## config.mk

```make
export PLATFORM = sky130hd
export DESIGN_NAME = hmsr_ctrl
export DESIGN_NICKNAME = d
export VERILOG_FILES = /design/src/hw/rtl/hmsr_pkg.sv /design/src/hw/rtl/hmsr_ctrl.sv
export SDC_FILE = /design/constraint.sdc
export NUM_CORES = 1
export LEC_CHECK = 0
export BUFFER_PORTS_ARGS = -buffer_cell sky130_fd_sc_hd__buf_2
export CORE_MARGIN = 2
export CORE_UTILIZATION = 43
export CTS_CLUSTER_DIAMETER = 100
export DETAILED_ROUTE_END_ITERATION = 16
export PLACE_DENSITY = 0.84
export SYNTH_ARGS = -nofsm -noshare
export SYNTH_HDL_FRONTEND = slang
export SYNTH_SLANG_ARGS = --single-unit
```

## constraint.sdc

```tcl
create_clock -name clk -period 1.7 [get_ports clk]
set_input_delay 0.34 -clock clk [delete_from_list [all_inputs] [get_ports clk]]
set_output_delay 0.34 -clock clk [all_outputs]
set_load 0.005 [all_outputs]
```

## src/hw/rtl/hmsr_pkg.sv

```systemverilog
`timescale 1ns / 1ps
// ----------------------------------------------------------------------------
// hmsr_pkg
// word types, op codes and controller/datapath interface structs
// ----------------------------------------------------------------------------
package hmsr_pkg;

	typedef enum logic [1:0] {
		OP_LOAD = 2'd0,
		OP_MAC  = 2'd1,
		OP_EMIT = 2'd2,
		OP_NONE = 2'd3
	} hmsr_op_t;

	typedef struct packed {
		logic [1:0]         op;
		logic [6:0]         factor_index;
		logic [6:0]         step;
		logic [2:0]         column;
		logic signed [31:0] data_value;
		logic               negate_even;
	} hmsr_in_t;

	typedef struct packed {
		logic signed [31:0] out_value;
		logic [1:0]         out_row;
		logic [2:0]         out_column;
		logic               last;
		logic               clipped;
	} hmsr_out_t;

	// controller to datapath
	typedef struct packed {
		logic cap;       // capture the accepted word
		logic fwr;       // factor load
		logic mac_rd;    // read factor and accumulator for current row
		logic mac_mul;   // register product
		logic mac_add;   // saturating add and write back
		logic emit_rd;   // read accumulator k
		logic emit_neg;  // optional negation stage
		logic emit_out;  // round, clip, load result register, clear entry
		logic last;      // final entry of an emit
	} hmsr_cmd_t;

	// datapath to controller
	typedef struct packed {
		logic row_skip;  // factor index step+row beyond the table
		logic out_free;  // result register can take a word
	} hmsr_sts_t;

endpackage

```

## src/hw/rtl/hmsr_ctrl.sv

```systemverilog
`timescale 1ns / 1ps
// ----------------------------------------------------------------------------
// hmsr_ctrl
// sequencer for factor loads, per-row multiply-adds and the emit walk
// ----------------------------------------------------------------------------
module hmsr_ctrl #(
	parameter int ROWS = 4,
	parameter int COLS = 8,
	localparam int RW  = $clog2(ROWS),
	localparam int CW  = (COLS > 1) ? $clog2(COLS) : 1,
	localparam int NE  = ROWS * COLS,
	localparam int KW  = $clog2(NE)
) (
	input  logic                clk,
	input  logic                arst_n,
	input  logic                item_valid,
	input  logic [1:0]          item_op,
	input  logic [2:0]          item_column,
	output logic                item_stall,
	input  hmsr_pkg::hmsr_sts_t sts,
	output hmsr_pkg::hmsr_cmd_t cmd,
	output logic [RW-1:0]       row,
	output logic [CW-1:0]       col,
	output logic [KW-1:0]       k
);

	typedef enum logic [2:0] {
		ST_IDLE,
		ST_M_RD,
		ST_M_MUL,
		ST_M_ADD,
		ST_E_RD,
		ST_E_NEG,
		ST_E_OUT
	} state_t;

	state_t        state_q;
	logic [RW-1:0] row_q;
	logic [CW-1:0] col_q;
	logic [KW-1:0] k_q;
	logic          accept;
	logic          row_last;
	logic          col_last;
	logic          k_last;

	assign item_stall = (state_q != ST_IDLE);
	assign accept     = item_valid && !item_stall;
	assign row_last   = (32'(row_q) == ROWS - 1);
	assign col_last   = (32'(col_q) == COLS - 1);
	assign k_last     = (32'(k_q) == NE - 1);
	assign row        = row_q;
	assign col        = col_q;
	assign k          = k_q;

	always_comb begin
		cmd          = '0;
		cmd.cap      = accept;
		cmd.fwr      = accept && (item_op == hmsr_pkg::OP_LOAD);
		cmd.mac_rd   = (state_q == ST_M_RD) && !sts.row_skip;
		cmd.mac_mul  = (state_q == ST_M_MUL);
		cmd.mac_add  = (state_q == ST_M_ADD);
		cmd.emit_rd  = (state_q == ST_E_RD);
		cmd.emit_neg = (state_q == ST_E_NEG);
		cmd.emit_out = (state_q == ST_E_OUT) && sts.out_free;
		cmd.last     = k_last;
	end

	always_ff @(posedge clk or negedge arst_n) begin
		if (!arst_n) begin
			state_q <= ST_IDLE;
			row_q   <= '0;
			col_q   <= '0;
			k_q     <= '0;
		end else begin
			case (state_q)
				ST_IDLE: begin
					row_q <= '0;
					col_q <= '0;
					k_q   <= '0;
					if (accept && (item_op == hmsr_pkg::OP_MAC) && (32'(item_column) < COLS))
						state_q <= ST_M_RD;
					else if (accept && (item_op == hmsr_pkg::OP_EMIT))
						state_q <= ST_E_RD;
				end
				ST_M_RD: begin
					// rows whose factor lies past the table add nothing
					if (sts.row_skip) begin
						if (row_last)
							state_q <= ST_IDLE;
						else
							row_q <= row_q + 1'b1;
					end else begin
						state_q <= ST_M_MUL;
					end
				end
				ST_M_MUL: state_q <= ST_M_ADD;
				ST_M_ADD: begin
					if (row_last) begin
						state_q <= ST_IDLE;
					end else begin
						row_q   <= row_q + 1'b1;
						state_q <= ST_M_RD;
					end
				end
				ST_E_RD:  state_q <= ST_E_NEG;
				ST_E_NEG: state_q <= ST_E_OUT;
				ST_E_OUT: begin
					if (sts.out_free) begin
						if (k_last) begin
							state_q <= ST_IDLE;
						end else begin
							state_q <= ST_E_RD;
							k_q     <= k_q + 1'b1;
							if (col_last) begin
								col_q <= '0;
								row_q <= row_q + 1'b1;
							end else begin
								col_q <= col_q + 1'b1;
							end
						end
					end
				end
				default: state_q <= ST_IDLE;
			endcase
		end
	end

endmodule

```

==> run_results.csv <==
group,metric,value,unit
route,wl_per_cell,13.36,µm
grt,antenna_found_initial,0,
sta,fmax,0.5697,GHz
sta,tns,-0.1532,ns
clocking,clock_sinks,13,
worst_hold_path,hold_start,"sts[0]",
outcome,violations,"setup timing",
pwr,power_density,1487,mW/mm²
synthesis,synthMuxAreaShare,2.435,%
sta,slew_viol_final,0,
synthesis,yosys.area.top_type_share,39.57,%
sta,period_share,103.3,%
final_layout,drive_gt1_share,45.99,%
final_layout,seqCellArea,327.8,µm²
final_layout,nets,153,
clocking,cts_buffers,3,
worst_setup_path,critPathRequiredTime,1.91,ns
synthesis,synthesis.area,822.0,µm²
sta,setup_ws,-0.05535,ns
synthesis,synth_compound_area_share,17.96,%
final_layout,area_growth,47.95,%
sta,final-hold-violation-count,0,
floorplan,die_x,47.73,µm
run,drv_cap,0,
synthesis,synth_top_family_by_area,"simple AND/OR/NAND/NOR gates",
pwr,share_seq_of_total_power,27.4,%
worst_setup_path,r2r_start,"k[0]",
worst_setup_path,rrSetupSlack,-0.06,ns
final_layout,utilization,68.94,%
final_layout,final_cells,162,
grt,use_met1,25.00,%
synthesis,yosys_warnings,0,
sta,tightestPinTransition,0.3243,ns
route,vias_per_cell,5.426,
worst_setup_path,arrival,1.97,ns
sta,final.min_clock_period,1.755,ns
grt,use_met2,34.67,%
final_layout,num_antenna_cells,0,
placement,gp_congestion,0.8048,
clocking,root_buffer,"clkbuf_4",
sta,max_slew_margin,78.15,%
synthesis,yosys.area_share.xor_xnor,2.131,%
pwr,p_leak,0.6479,nW
clocking,cts_buffer_depth,2,
synthesis,seq_area_frac_synth,39.57,%
synthesis,synth_simple_gate_area_share,22.98,%
grt,grt_pass1_vias,734,
worst_setup_path,crit_path_end_kind,"flip-flop",
final_layout,num-fill-cells,139,
pwr,power.share.clock,10.7,%
outcome,status,"finished, violations left",
route,drc_errors,0,
worst_setup_path,critPathLaunchType,"flip-flop",
route,num_vias,879,
floorplan,core,0.001764,mm²
synthesis,synth.top_cells.by_count,"13 x dfrtp_1, 11 x nand2_1, 11 x o21ai_0",
sta,fin_skew,0.0005145,ns
synthesis,ys_ff_latch,13,
placement,place_ws,-0.1091,ns
worst_setup_path,reg2reg_to,"k[3]",
grt,top_usage_layer,"met2",
worst_hold_path,min_path_cells,2,
synthesis,synthCells,94,
route,totalWireLength,2.165,mm
synthesis,synth_cell_type_count,33,
worst_setup_path,crit_type,"reg -> reg",
sta,report.final.setup_viol,5,
floorplan,die_height,47.73,µm
placement,hpwl,1.480,mm
synthesis,synth-edff-count,0,
clocking,cts_tree,"built",
placement,numPlacedInstances,148,
synthesis,synthFlopType,"dfrtp_1",
grt,grt_usage,20.64,%
route,drt-initial-drc-count,11,
grt,grt_remaining_overflow,0,
synthesis,ys_async_sr_fraction,100.0,%
grt,grt_max_degree,16,
pwr,irDropWorstVdd,0.9208,mV
clocking,clock_latency,0.28,ns
clocking,clk_pin_slew,0.08,ns
grt,grt_pass1_wl,3.194,mm
worst_setup_path,reg2regPathDepth,7,
synthesis,synth_nets,109,
floorplan,num_rows,15,
sta,rsz0062_at_grt,"true",
final_layout,multi_input_area,506.7,µm²
synthesis,synth_largest_area_cell,"dfrtp_1",
synthesis,synth_fa_ha_area_share,7.610,%
pwr,p_comb_share,62.0,%
pwr,p_int,1.074,mW
route,postRouteAntennaNets,0,
synthesis,syn_area_per_cell,8.745,µm²
floorplan,ios,30,
grt,gr-usage-met3,6.792,%
pwr,switching_power,734.1,µW
worst_hold_path,hp-class,"in -> reg",
synthesis,synthTopCellsByArea,"dfrtp_1 40%, ha_1 7.6%, o21ai_0 6.7%",
clocking,htreeDepth,1,
floorplan,die_area,0.002278,mm²
worst_hold_path,min_to,"state_q[2]",
worst_setup_path,critPathMaxFanout,3,
pwr,p_sw_share,40.59,%
floorplan,start_util,46.60,%
placement,numPortBuffers,26,
synthesis,yosysMostFrequentCell,"dfrtp_1",
pwr,power,1.808,mW
route,first_pass_iters,4,
-- worst max-delay path, stage by stage (launching register included) --
cell and delay (ns):
dfrtp_1 0.39, ha_2 0.20, and3_4 0.15, ha_4 0.16
and4b_1 0.23, o21bai_1 0.10, or3_1 0.34, a21oi_2 0.13
-- state kept, by name, summed over array words and instances (netlist names) --
register	count
k	5
state_q	3
row	2
col	3
-- how the worst max path moves through the flow --
stage | slack (ns) | from | to | cells past startpoint
after floorplan | -0.01 | k[1] | k[3] | 7
after global placement | -0.01 | k[1] | k[2] | 8
after detailed placement | -0.11 | k[0] | k[2] | 8
after CTS | -0.06 | k[0] | cmd[0] | 5
after global routing | -0.12 | k[0] | k[3] | 7
final | -0.06 | k[0] | k[3] | 7
-- power by group through the flow --
stage / sequential [mW] / combinational (mW) / clock (mW)
6_report: 0.495 / 1.12 / 0.193
5_1_grt: 0.510 / 1.22 / 0.216
4_1_cts: 0.540 / 0.865 / 0.196
3_5_place_dp: 0.533 / 0.789 / 0
3_3_place_gp: 0.524 / 0.752 / 0
2_1_floorplan: 0.470 / 0.572 / 0
-- what timing repair did --
item / 4_1_cts / 5_1_grt
buffers inserted: 4 / 5
hold buffers: 1 / 0
hold endpoints to repair: 13 / 0
gates resized for setup: 12 / 11
setup endpoints to repair: 15 / 15
pin swaps: 4 / 3
-- cell type report --
cell class | count | area share (%)
Multi-Input combinational cell | 69 | 41.67
Sequential cell | 13 | 26.95
Timing Repair Buffer | 45 | 24.79
Tap cell | 25 | 2.572
Clock buffer | 4 | 2.160
Inverter | 6 | 1.852
-- logic make-up after synthesis --
group                      after synthesis
muxes                                    2
xor gates and xnor gates                 2
and+or+nand+nor                         35
adders and majority gates                5
DFF                                     13
AOI/OAI and AO/OA                       25
buffers and inverters                   12
-- cells in the final DEF, fill, tap and decap left out, types with 2 or more instances in the layout --
cell type / n
buf_2: 25
nor2_1: 5
and2_1: 2
a21oi_1: 4
buf_6: 3
clkbuf_4: 3
nand2_1: 10
mux2i_1: 2
inv_1: 6
and3_4: 2
buf_4: 15
dfrtp_1: 11
nand3b_1: 2
dfrtp_2: 2
nor3_1: 3
o21ai_0: 6
o21ai_1: 4
nor2b_4: 2
ha_1: 3
-- per-stage QoR --
step | instance area [µm²] | hold WS (ns)
after floorplan | 830.8 | 0.04441
after global placement | 1022 | 0.2373
after detailed placement | 1022 | 0.2424
after CTS | 1136 | 0.2948
after global routing | 1216 | 0.3047
final | 1216 | 0.3098
-- metal layers --
layer	part of all wire (%)	up-vias
met5	0	-
met4	0.69	0
met3	4.8	2
met2	54	26
met1	40	435
li1	-	416
No activity file was read; power rests on OpenSTA's default activity.
